### src/design/vpc_pkg.sv
package vpc_pkg;

  localparam int VOTER_W    = 6;
  localparam int NUM_VOTERS = 6;
  localparam int FOUR_VOTERS = 4;
  localparam int CNT_W      = 16;
  localparam int CFG_AW     = 4;
  localparam int CFG_DW     = 32;

  typedef logic [VOTER_W-1:0] voter_vec_t;
  typedef logic [CNT_W-1:0]   cnt_t;

  // register index, paddr[3:2]
  typedef enum logic [1:0] {
    REG_PRESS_TICKS = 2'd0,
    REG_MODE_HOLD   = 2'd1,
    REG_OFF_HOLD    = 2'd2,
    REG_NONE        = 2'd3
  } reg_idx_t;

  // hold stage and the action its release selects share one code
  typedef enum logic [1:0] {
    ACT_NONE         = 2'd0,
    ACT_VOTERS_RESET = 2'd1,
    ACT_MODE_CHANGE  = 2'd2,
    ACT_POWER_OFF    = 2'd3
  } action_t;

  localparam cnt_t PRESS_TICKS_RST = cnt_t'(5);
  localparam cnt_t MODE_HOLD_RST   = cnt_t'(100);
  localparam cnt_t OFF_HOLD_RST    = cnt_t'(300);

  function automatic voter_vec_t low_mask(input int n);
    voter_vec_t m;
    m = '0;
    for (int i = 0; i < VOTER_W; i++) begin
      if (i < n) m[i] = 1'b1;
    end
    return m;
  endfunction

  localparam voter_vec_t ALL_MASK  = low_mask(NUM_VOTERS);
  localparam voter_vec_t FOUR_MASK = low_mask(FOUR_VOTERS);

  function automatic voter_vec_t active_mask(input logic six);
    return six ? ALL_MASK : FOUR_MASK;
  endfunction

endpackage

### src/design/voting_panel_controller_core.sv
// Channel | Direction | Handshake           | Payload
// in_     | input     | in_valid / in_stall  | voter_buttons_n[5:0], reset_pressed
// out_    | output    | out_valid / out_stall| voted_mask[5:0], all_voted, six_voter_mode,
//         |           |                      | hold_stage[1:0], release_action[1:0]
// cfg     | input     | APB psel/penable     | press_ticks, mode_hold_ticks, off_hold_ticks
//
// One word per cycle unless out_stall holds; path: input register, result register.
// The state update and all compares happen in the single stage between those registers.
// in_stall rises only while the input register is full and the held result is stalled.
// rst_n is synchronous; state registers reset, data registers do not; no clearing pass.
module voting_panel_controller_core (
  input  logic                         clk,
  input  logic                         rst_n,
  input  logic                         in_valid,
  output logic                         in_stall,
  input  logic [vpc_pkg::VOTER_W-1:0]  in_voter_buttons_n,
  input  logic                         in_reset_pressed,
  output logic                         out_valid,
  input  logic                         out_stall,
  output logic [vpc_pkg::VOTER_W-1:0]  out_voted_mask,
  output logic                         out_all_voted,
  output logic                         out_six_voter_mode,
  output logic [1:0]                   out_hold_stage,
  output logic [1:0]                   out_release_action,
  input  logic                         psel,
  input  logic                         penable,
  input  logic                         pwrite,
  input  logic [vpc_pkg::CFG_AW-1:0]   paddr,
  input  logic [vpc_pkg::CFG_DW-1:0]   pwdata,
  output logic [vpc_pkg::CFG_DW-1:0]   prdata,
  output logic                         pready
);
  import vpc_pkg::*;

  // config
  cnt_t     press_ticks_r, mode_hold_r, off_hold_r;
  reg_idx_t cfg_idx;
  logic     cfg_wr;

  // pipeline
  logic       in_valid_r;
  voter_vec_t buttons_r;
  logic       reset_pressed_r;
  logic       out_valid_r;
  voter_vec_t out_voted_r;
  logic       out_all_r;
  logic       out_six_r;
  action_t    out_stage_r;
  action_t    out_action_r;
  logic       advance;

  // block state
  voter_vec_t last_r, last_nxt;
  voter_vec_t voted_r, voted_nxt;
  logic       six_r, six_nxt;
  logic       held_r, held_nxt;
  cnt_t       hold_cnt_r, hold_cnt_nxt;
  action_t    stage_r, stage_nxt;
  action_t    action_nxt;
  logic       all_nxt;

  voter_vec_t pressed_now;
  voter_vec_t act;
  voter_vec_t act_new;
  cnt_t       cnt_inc;
  action_t    stg;

  assign pready  = 1'b1;
  assign cfg_idx = reg_idx_t'(paddr[3:2]);
  assign cfg_wr  = psel && penable && pwrite;

  always_comb begin
    prdata = '0;
    unique case (cfg_idx)
      REG_PRESS_TICKS: prdata = CFG_DW'(press_ticks_r);
      REG_MODE_HOLD:   prdata = CFG_DW'(mode_hold_r);
      REG_OFF_HOLD:    prdata = CFG_DW'(off_hold_r);
      default:         prdata = '0;
    endcase
  end

  always_ff @(posedge clk) begin
    if (!rst_n) begin
      press_ticks_r <= PRESS_TICKS_RST;
      mode_hold_r   <= MODE_HOLD_RST;
      off_hold_r    <= OFF_HOLD_RST;
    end else if (cfg_wr) begin
      unique case (cfg_idx)
        REG_PRESS_TICKS: press_ticks_r <= pwdata[CNT_W-1:0];
        REG_MODE_HOLD:   mode_hold_r   <= pwdata[CNT_W-1:0];
        REG_OFF_HOLD:    off_hold_r    <= pwdata[CNT_W-1:0];
        default: ;
      endcase
    end
  end

  assign advance  = in_valid_r && !(out_valid_r && out_stall);
  assign in_stall = in_valid_r && out_valid_r && out_stall;

  always_comb begin
    pressed_now = ~buttons_r & ALL_MASK;
    act         = active_mask(six_r);
    voted_nxt   = voted_r | (pressed_now & last_r & act);
    last_nxt    = (last_r & ~act) | (pressed_now & act);
    six_nxt     = six_r;
    held_nxt    = held_r;
    hold_cnt_nxt = hold_cnt_r;
    stage_nxt   = stage_r;
    action_nxt  = ACT_NONE;
    cnt_inc     = (hold_cnt_r == '1) ? hold_cnt_r : hold_cnt_r + cnt_t'(1);
    stg         = stage_r;

    if (reset_pressed_r && !held_r) begin
      held_nxt     = 1'b1;
      hold_cnt_nxt = '0;
      stage_nxt    = ACT_NONE;
    end else if (held_r) begin
      hold_cnt_nxt = cnt_inc;
      if (stg == ACT_NONE && cnt_inc >= press_ticks_r)         stg = ACT_VOTERS_RESET;
      if (stg == ACT_VOTERS_RESET && cnt_inc >= mode_hold_r)   stg = ACT_MODE_CHANGE;
      if (stg == ACT_MODE_CHANGE && cnt_inc >= off_hold_r)     stg = ACT_POWER_OFF;
      stage_nxt = stg;
      if (!reset_pressed_r) begin
        action_nxt = stg;
        held_nxt   = 1'b0;
        unique case (stg)
          ACT_NONE:         ;
          ACT_VOTERS_RESET: voted_nxt = voted_nxt & ~act;
          ACT_MODE_CHANGE: begin
            voted_nxt = voted_nxt & ~ALL_MASK;
            six_nxt   = ~six_r;
          end
          ACT_POWER_OFF:    voted_nxt = voted_nxt & ~ALL_MASK;
          default: ;
        endcase
      end
    end

    act_new = active_mask(six_nxt);
    all_nxt = ((voted_nxt & act_new) == act_new);
  end

  always_ff @(posedge clk) begin
    if (!rst_n) begin
      in_valid_r  <= 1'b0;
      out_valid_r <= 1'b0;
      last_r      <= '0;
      voted_r     <= '0;
      six_r       <= 1'b1;
      held_r      <= 1'b0;
      hold_cnt_r  <= '0;
      stage_r     <= ACT_NONE;
    end else begin
      if (!in_stall) begin
        in_valid_r <= in_valid;
      end
      if (advance) begin
        out_valid_r <= 1'b1;
        last_r      <= last_nxt;
        voted_r     <= voted_nxt;
        six_r       <= six_nxt;
        held_r      <= held_nxt;
        hold_cnt_r  <= hold_cnt_nxt;
        stage_r     <= stage_nxt;
      end else if (!out_stall) begin
        out_valid_r <= 1'b0;
      end
    end
  end

  always_ff @(posedge clk) begin
    if (in_valid && !in_stall) begin
      buttons_r       <= in_voter_buttons_n;
      reset_pressed_r <= in_reset_pressed;
    end
    if (advance) begin
      out_voted_r  <= voted_nxt;
      out_all_r    <= all_nxt;
      out_six_r    <= six_nxt;
      out_stage_r  <= stage_nxt;
      out_action_r <= action_nxt;
    end
  end

  assign out_valid          = out_valid_r;
  assign out_voted_mask     = out_voted_r;
  assign out_all_voted      = out_all_r;
  assign out_six_voter_mode = out_six_r;
  assign out_hold_stage     = out_stage_r;
  assign out_release_action = out_action_r;

  a_stall_cause: assert property (@(posedge clk) disable iff (!rst_n)
    in_stall |-> (in_valid_r && out_valid_r && out_stall))
    else $error("input stalled without a blocked result");

  a_action_is_stage: assert property (@(posedge clk) disable iff (!rst_n)
    (out_valid_r && out_action_r != ACT_NONE) |-> (out_action_r == out_stage_r))
    else $error("release action differs from hold stage");

  a_all_voted: assert property (@(posedge clk) disable iff (!rst_n)
    out_valid_r |-> (out_all_r ==
      ((out_voted_r & active_mask(out_six_r)) == active_mask(out_six_r))))
    else $error("all_voted inconsistent with voted mask");

  a_hold_sat: assert property (@(posedge clk) disable iff (!rst_n)
    (hold_cnt_r == '1) |=> (hold_cnt_r == '1 || hold_cnt_r == '0))
    else $error("hold counter wrapped");

  a_release_clears: assert property (@(posedge clk) disable iff (!rst_n)
    (advance && held_r && !reset_pressed_r) |=> !held_r)
    else $error("release did not end the hold");

endmodule

### config.mk
export PLATFORM = sky130hd
export DESIGN_NAME = voting_panel_controller_core
export DESIGN_NICKNAME = d
export VERILOG_FILES = /design/src/design/vpc_pkg.sv /design/src/design/voting_panel_controller_core.sv
export SDC_FILE = /design/constraint.sdc
export NUM_CORES = 1
export LEC_CHECK = 0
export ABC_AREA = 0
export BUFFER_PORTS_ARGS = -buffer_cell sky130_fd_sc_hd__buf_4
export CORE_AREA = 2 2 132 134
export CTS_CLUSTER_SIZE = 10
export DETAILED_ROUTE_END_ITERATION = 16
export DIE_AREA = 0 0 134 136
export PLACE_DENSITY = 0.64
export RECOVER_POWER = 50
export SLEW_MARGIN = 25
export SYNTH_ARGS = -nofsm -noshare
export SYNTH_HDL_FRONTEND = slang
export SYNTH_SLANG_ARGS = --single-unit
### constraint.sdc
create_clock -name clk -period 4.15 [get_ports clk]
set_input_delay 0.83 -clock clk [delete_from_list [all_inputs] [get_ports clk]]
set_output_delay 0.83 -clock clk [all_outputs]
set_load 0.005 [all_outputs]
# [After elaboration in Yosys (flattened, before gate mapping)]
# Index checks and enable logic that the tools add are counted.
[op_classes] n_reduce_logical=23 n_mux=30 n_bitwise=12 add_sub_neg=1 n_eq_ne=10 order_cmp=3
[ops] operator="$ge 16x16->1" n=3
[ops] operator="$mux 16" n=3
[ops] operator="$pmux 16 s3" n=1
[ops] operator="$and 6x6->6" n=6
[ops] operator="$mux 6" n=5
[ops] operator="$mux 2" n=11
[ops] operator="$add 16x1->16 const B" n=1
[ops] operator="$eq 16x16->1 const B" n=1
[ops] operator="$not 6->6" n=2
[ops] operator="$or 6x6->6" n=2
[ops] operator="$pmux 6 s2" n=1
[ops] operator="$logic_and 1x1->1" n=11
[ops] operator="$mux 1" n=9
[ops] operator="$eq 2x2->1 const B" n=4
[ops] operator="$reduce_and 2->1" n=4
[ops] operator="$eq 2x1->1 const B" n=3
[ops] operator="$eq 6x6->1" n=1
[ops] operator="$logic_not 2->1" n=2
[ops] operator="$logic_not 1->1" n=3
[ops] operator="$reduce_or 3->1" n=1
[ops] operator="$ne 2x1->1 const B" n=1
[ops] operator="$not 1->1" n=2
[ops] operator="$reduce_bool 2->1" n=1
[ops] operator="$reduce_or 2->1" n=1
[word_totals] reg_bits=101 out_inout_bits=47 input_bits=50 elab_cells=97

# [Logic depth before layout (Yosys ltp)]
[depth] depth_word=25 ltp_mapped=14 mapped_depth_nobuf=14

# [Worst setup path before layout]
# Ideal clock, no wire load.
[synth_timing] path_type="reg-to-reg" start="reg hold_cnt_r[3]" end="reg six_r" arrival_time_ns=3.155 synth_period_minus_slack_ns=3.279 t_required_ns=4.027 setup_slack_ns=0.871 stages_incl_launch_ff=13 cell_sequence="dfxtp_1 and4_4 and4_4 and3_1 nand3_1 mux2_2 ha_1 and4_1 o2111a_1 o31ai_1 a31o_2 a2111oi_4 mux2_1"
[synth_between] elab_chain_len=22 word_cells_on_any_way=25
[synth_lines] item="start: declaration" line="voting_panel_controller_core.sv:57" text="cnt_t hold_cnt_r, hold_cnt_nxt;"
[synth_lines] item="start signal: assignment" line="voting_panel_controller_core.sv:163" text="hold_cnt_r <= hold_cnt_nxt;"
[synth_lines] item="$add 16x1->16 or $eq 16x16->1 (tied branches)" line="voting_panel_controller_core.sv:110" text="cnt_inc = (hold_cnt_r == '1) ? hold_cnt_r : hold_cnt_r + cnt_t'(1);"
[synth_lines] item="$mux 16 (*)" line="voting_panel_controller_core.sv:110"
[synth_lines] item="$ge 16x16->1" line="voting_panel_controller_core.sv:119" text="if (stg == ACT_NONE && cnt_inc >= press_ticks_r) stg = ACT_VOTERS_RESET;"
[synth_lines] item="$logic_and 1x1->1" line="voting_panel_controller_core.sv:119"
[synth_lines] item="$mux 2" line="voting_panel_controller_core.sv:119"
[synth_lines] item="$mux 2" line="voting_panel_controller_core.sv:117" text="end else if (held_r) begin"
[synth_lines] item="$mux 2" line="voting_panel_controller_core.sv:113" text="if (reset_pressed_r && !held_r) begin"
[synth_lines] item="$eq 2x1->1" line="voting_panel_controller_core.sv:120" text="if (stg == ACT_VOTERS_RESET && cnt_inc >= mode_hold_r) stg = ACT_MODE_CHANGE;"
[synth_lines] item="(+6 left out)"
[synth_lines] item="$mux 2 (*)" line="voting_panel_controller_core.sv:121" text="if (stg == ACT_MODE_CHANGE && cnt_inc >= off_hold_r) stg = ACT_POWER_OFF;"
[synth_lines] item="$mux 2 (*)" line="voting_panel_controller_core.sv:117"
[synth_lines] item="$mux 2 (*)" line="voting_panel_controller_core.sv:113"
[synth_lines] item="$eq 2x2->1 (*)" line="voting_panel_controller_core.sv:126" text="unique case (stg)"
[synth_lines] item="$mux 1 (*)" line="voting_panel_controller_core.sv:126"
[synth_lines] item="$mux 1 (*)" line="voting_panel_controller_core.sv:123" text="if (!reset_pressed_r) begin"
[synth_lines] item="$mux 1 (*)" line="voting_panel_controller_core.sv:117"
[synth_lines] item="$mux 1 (*)" line="voting_panel_controller_core.sv:113"
[synth_lines] item="end signal: assignment" line="voting_panel_controller_core.sv:161" text="six_r <= six_nxt;"
[synth_lines] item="end: declaration" line="voting_panel_controller_core.sv:55" text="logic six_r, six_nxt;"
# Mark *: on every way between the ends. The rest lies on a longest branch, timed or not. The select of a mux whose other input is x is not followed.
# A chain may end at the register's enable or synchronous reset.

# [Final worst setup path]
[layout_timing] start="in paddr[3] (netlist name)" end="out prdata[12] (netlist name)"
[layout_between] elab_chain_len=2 word_cells_on_any_way=4
[layout_lines] item="start: declaration" line="voting_panel_controller_core.sv:28" text="input logic [vpc_pkg::CFG_AW-1:0] paddr,"
[layout_lines] item="$eq 2x2->1 (tied with other cells)" line="voting_panel_controller_core.sv:74" text="unique case (cfg_idx)"
[layout_lines] item="$pmux 16 s3 (*)" line="voting_panel_controller_core.sv:74"
[layout_lines] item="end: declaration" line="voting_panel_controller_core.sv:30" text="output logic [vpc_pkg::CFG_DW-1:0] prdata,"
# Mark *: on every way between the ends. The rest lies on a longest branch, timed or not.

==> qor.txt <==
Top_reg_cell synth -> dfxtp_1
Simple-gate portion of the synthesized area -> 19.43%
Most numerous cell in the Yosys netlist -> nand2_1
Mux contribution to synthesized area -> 3.598%
Share of layout cells above drive strength 1 -> 11.60%
Status -> complete, but fails checks
FFs w/ async S/R, synth -> 0%
Max clock buf depth -> 2
Peak supply drop -> 0.2254 mV
Total Routing Usage GR -> 16.19%
Layout Nets -> 861
Seq cells post-synth -> 101
Final Cell Area -> 6676 sq um
Hold Path Cell Cnt -> 1
Mean post-synth cell area -> 8.135 sq um
Kind of critical path -> primary input to primary output
Critical Path End Type -> primary output
Ant diodes -> 0
Hold Crit Start -> buttons_r[2]$_DFFE_PP_
Final period utilization -> 92.17%
End of the worst register-to-register path -> six_r$_SDFFE_PN1P_
PortBufs -> 61
Vias/cell -> 4.887
Antenna violations before repair -> 0
Leakage -> 2.626 nW
Seq/Total Area, Yosys -> 38.09%
RSZ-0062 raised after global routing -> no
Largest family of logic cells by synthesized area -> simple AND/OR/NAND/NOR gates
WP data required -> 3320 ps
Final Hold Viols -> 0
Commonest cells post-synth -> nand2_1, dfxtp_1, a21oi_1, inv_1, ha_1
Cell Pwr Density -> 306.1 nW/um^2
Max cap viols -> 3
Worst reg-to-reg setup slack -> 370 ps
Clock root cell -> clkbuf_16
Layout overhead on the synthesized area -> 14.95%
Slew Limit Fails -> 98
Boundary Pins -> 97
Post-Synth XOR/XNOR Area -> 1.810%
Final core occ -> 39.56%
Worst-path clk slew -> 80 ps
Leading area contributor after synthesis -> dfxtp_1
Relative slew slack -> -18.18%
Post-synth EDFFs -> 19
GRT overflow -> 0
Final WL -> 14090 um
Worst-Margin Slew -> 1773 ps
Total Die Area -> 18220 sq um
Num CTS Buffers -> 9
Latest clock arrival within the worst-skew pair -> 360 ps
Initial core utilization -> 34.42%
# rows -> 48
Share of the synthesized area in the top cell type -> 28.26%
WHS Endpoint -> last_r[2]$_SDFFE_PN0P_
Post-CTS Setup Repair Bufs -> 0
Worst Reg-to-Reg Cells -> 13
Final ANT Viol Nets -> 0
DRC viols -> 0
Compound-cell area share of the yosys netlist -> 18.72%
Sink Count -> 101
Final min period -> 3825 ps
Worst-path fanout max -> 22
Adder-cell share of the synthesized area -> 10.56%
Hold-fix buffers, CTS -> 0
DP Wirelength -> 10420 um
Chip Width -> 134 um
Setup TNS -> 0 ps
Area of the core -> 16880 sq um
H-tree depth -> 3
Placed inst area -> 6422 sq um
Setup violations, final -> 0
Main area contributors after synthesis -> dfxtp_1, ha_1, edfxtp_1, nand2_1, a21oi_1
Failing checks -> max-capacitance violations, max-slew violations
Yosys cell types -> 59
Vias -> 4848
CTS tree -> done
Startpoint Class -> primary input
Cells after Synth -> 714
First-pass GRT wire length -> 23480 um
GP Congestion -> 0.8379
Worst R2R Start -> hold_cnt_r[3]$_SDFFE_PN0P_
Drt first pass iters -> 5
Worst Hold Class -> flip-flop to flip-flop
Quantity of gates resized following cts -> 0
Final clock skew -> 9.260 ps
Die height -> 136 um
Wirelength per Cell -> 14.20 um
Largest net degree at the start of global routing -> 40
Synthesized cell area -> 5808 sq um
Critical Path AT -> 2990 ps
Fmax -> 0.2614 GHz
First DRT Iteration DRCs -> 235
Syn. warnings -> 0
Vias in the first global route -> 4680
critical path, cell delays in order:
cell	delay, ps
clkbuf_1	1080
nor2b_1	360
buf_4	320
nand2_1	70
o21ai_0	130
buf_4	180
flip-flops by register name (all words and copies together) (netlist names), 2 cells and up, named ones only:
name,flops
stage_r,2
out_hold_stage,2
mode_hold_r,16
hold_cnt_r,16
press_ticks_r,16
last_r,4
out_release_action,2
buttons_r,6
off_hold_r,16
out_voted_mask,6
voted_r,6
cell type report:
type / instances / area, sq um
fillers: 1756 / 10200
clock buffers: 9 / 225.2
well taps: 225 / 281.5
clock inverters: 7 / 75.07
multi-input cells: 527 / 3207
repair buffers: 68 / 469.2
flip-flops and latches: 101 / 2212
inverters: 55 / 206.4
routing by layer:
| layer | GRT usage (%) | vias up | wire (um) |
|---|---|---|---|
| met1 | 22.45 | 2197 | 7109 |
| met2 | 25.93 | 94 | 6244 |
| met5 | 0 | - | 0 |
| li1 | - | 2539 | - |
| met4 | 5.674 | 0 | 240 |
| met3 | 2.125 | 18 | 495 |
per-stage QoR:
| step | hold slack (ps) | power (W) | instances | setup slack (ps) |
|---|---|---|---|---|
| 4_1_cts | 455.6 | 0.002062 | 992 | 324.6 |
| 2_1_floorplan | 432.2 | 0.001149 | 729 | 871.2 |
| 3_5_place_dp | 444.5 | 0.001209 | 976 | 367.7 |
| 5_1_grt | 467.8 | 0.002122 | 992 | 22.40 |
| 6_report | 452.0 | 0.002044 | 992 | 325.1 |
| 3_3_place_gp | 443.5 | 0.001207 | 976 | 370.2 |
report_power, final:
group	switching, W	internal, W	total [W]
Clock	0.000433	0.000428	0.000862
Sequential	0.0000138	0.00102	0.00103
Combinational	0.0000888	0.0000590	0.000148
cells by family (layout without fill, tap and decap cells):
kind of cell / Yosys count / count (layout)
buffers and inverters: 101 / 139
AO/OA/AOI/OAI: 178 / 178
AND/OR/NAND/NOR: 251 / 251
adder cells (fa/ha/maj): 49 / 49
multiplexers: 20 / 20
other: 2 / 17
XOR/XNOR: 12 / 12
flip-flops: 101 / 101
layout by cell type (no fill, tap or decap), types with 6 or more instances in the layout:
| cell | count |
|---|---|
| nand2_1 | 150 |
| dfxtp_1 | 82 |
| a21oi_1 | 75 |
| inv_1 | 54 |
| ha_1 | 49 |
| nor2_1 | 42 |
| buf_4 | 41 |
| o21ai_0 | 38 |
| edfxtp_1 | 19 |
| conb_1 | 17 |
| mux2i_1 | 16 |
| clkbuf_4 | 16 |
| o211ai_1 | 15 |
| a31oi_1 | 12 |
| nand3_1 | 10 |
| clkbuf_1 | 10 |
| a211oi_1 | 9 |
| clkbuf_16 | 9 |
| nor2b_1 | 8 |
| and3_1 | 8 |
| xnor2_1 | 7 |
| nand4_1 | 6 |
worst max-delay path by stage:
| stage | from | endpoint | slack (ps) | cells past startpoint |
|---|---|---|---|---|
| final | paddr[3] | prdata[12] | 330 | 6 |
| after global routing | hold_cnt_r[3]$_SDFFE_PN0P_ | six_r$_SDFFE_PN1P_ | 20 | 14 |
| after CTS | hold_cnt_r[3]$_SDFFE_PN0P_ | voted_r[4]$_SDFFE_PN0P_ | 320 | 14 |
| after detailed placement | hold_cnt_r[3]$_SDFFE_PN0P_ | voted_r[4]$_SDFFE_PN0P_ | 370 | 14 |
| after global placement | hold_cnt_r[3]$_SDFFE_PN0P_ | voted_r[4]$_SDFFE_PN0P_ | 370 | 14 |
| after floorplan | hold_cnt_r[3]$_SDFFE_PN0P_ | six_r$_SDFFE_PN1P_ | 870 | 12 |
No activity file was read; power rests on OpenSTA's default activity.
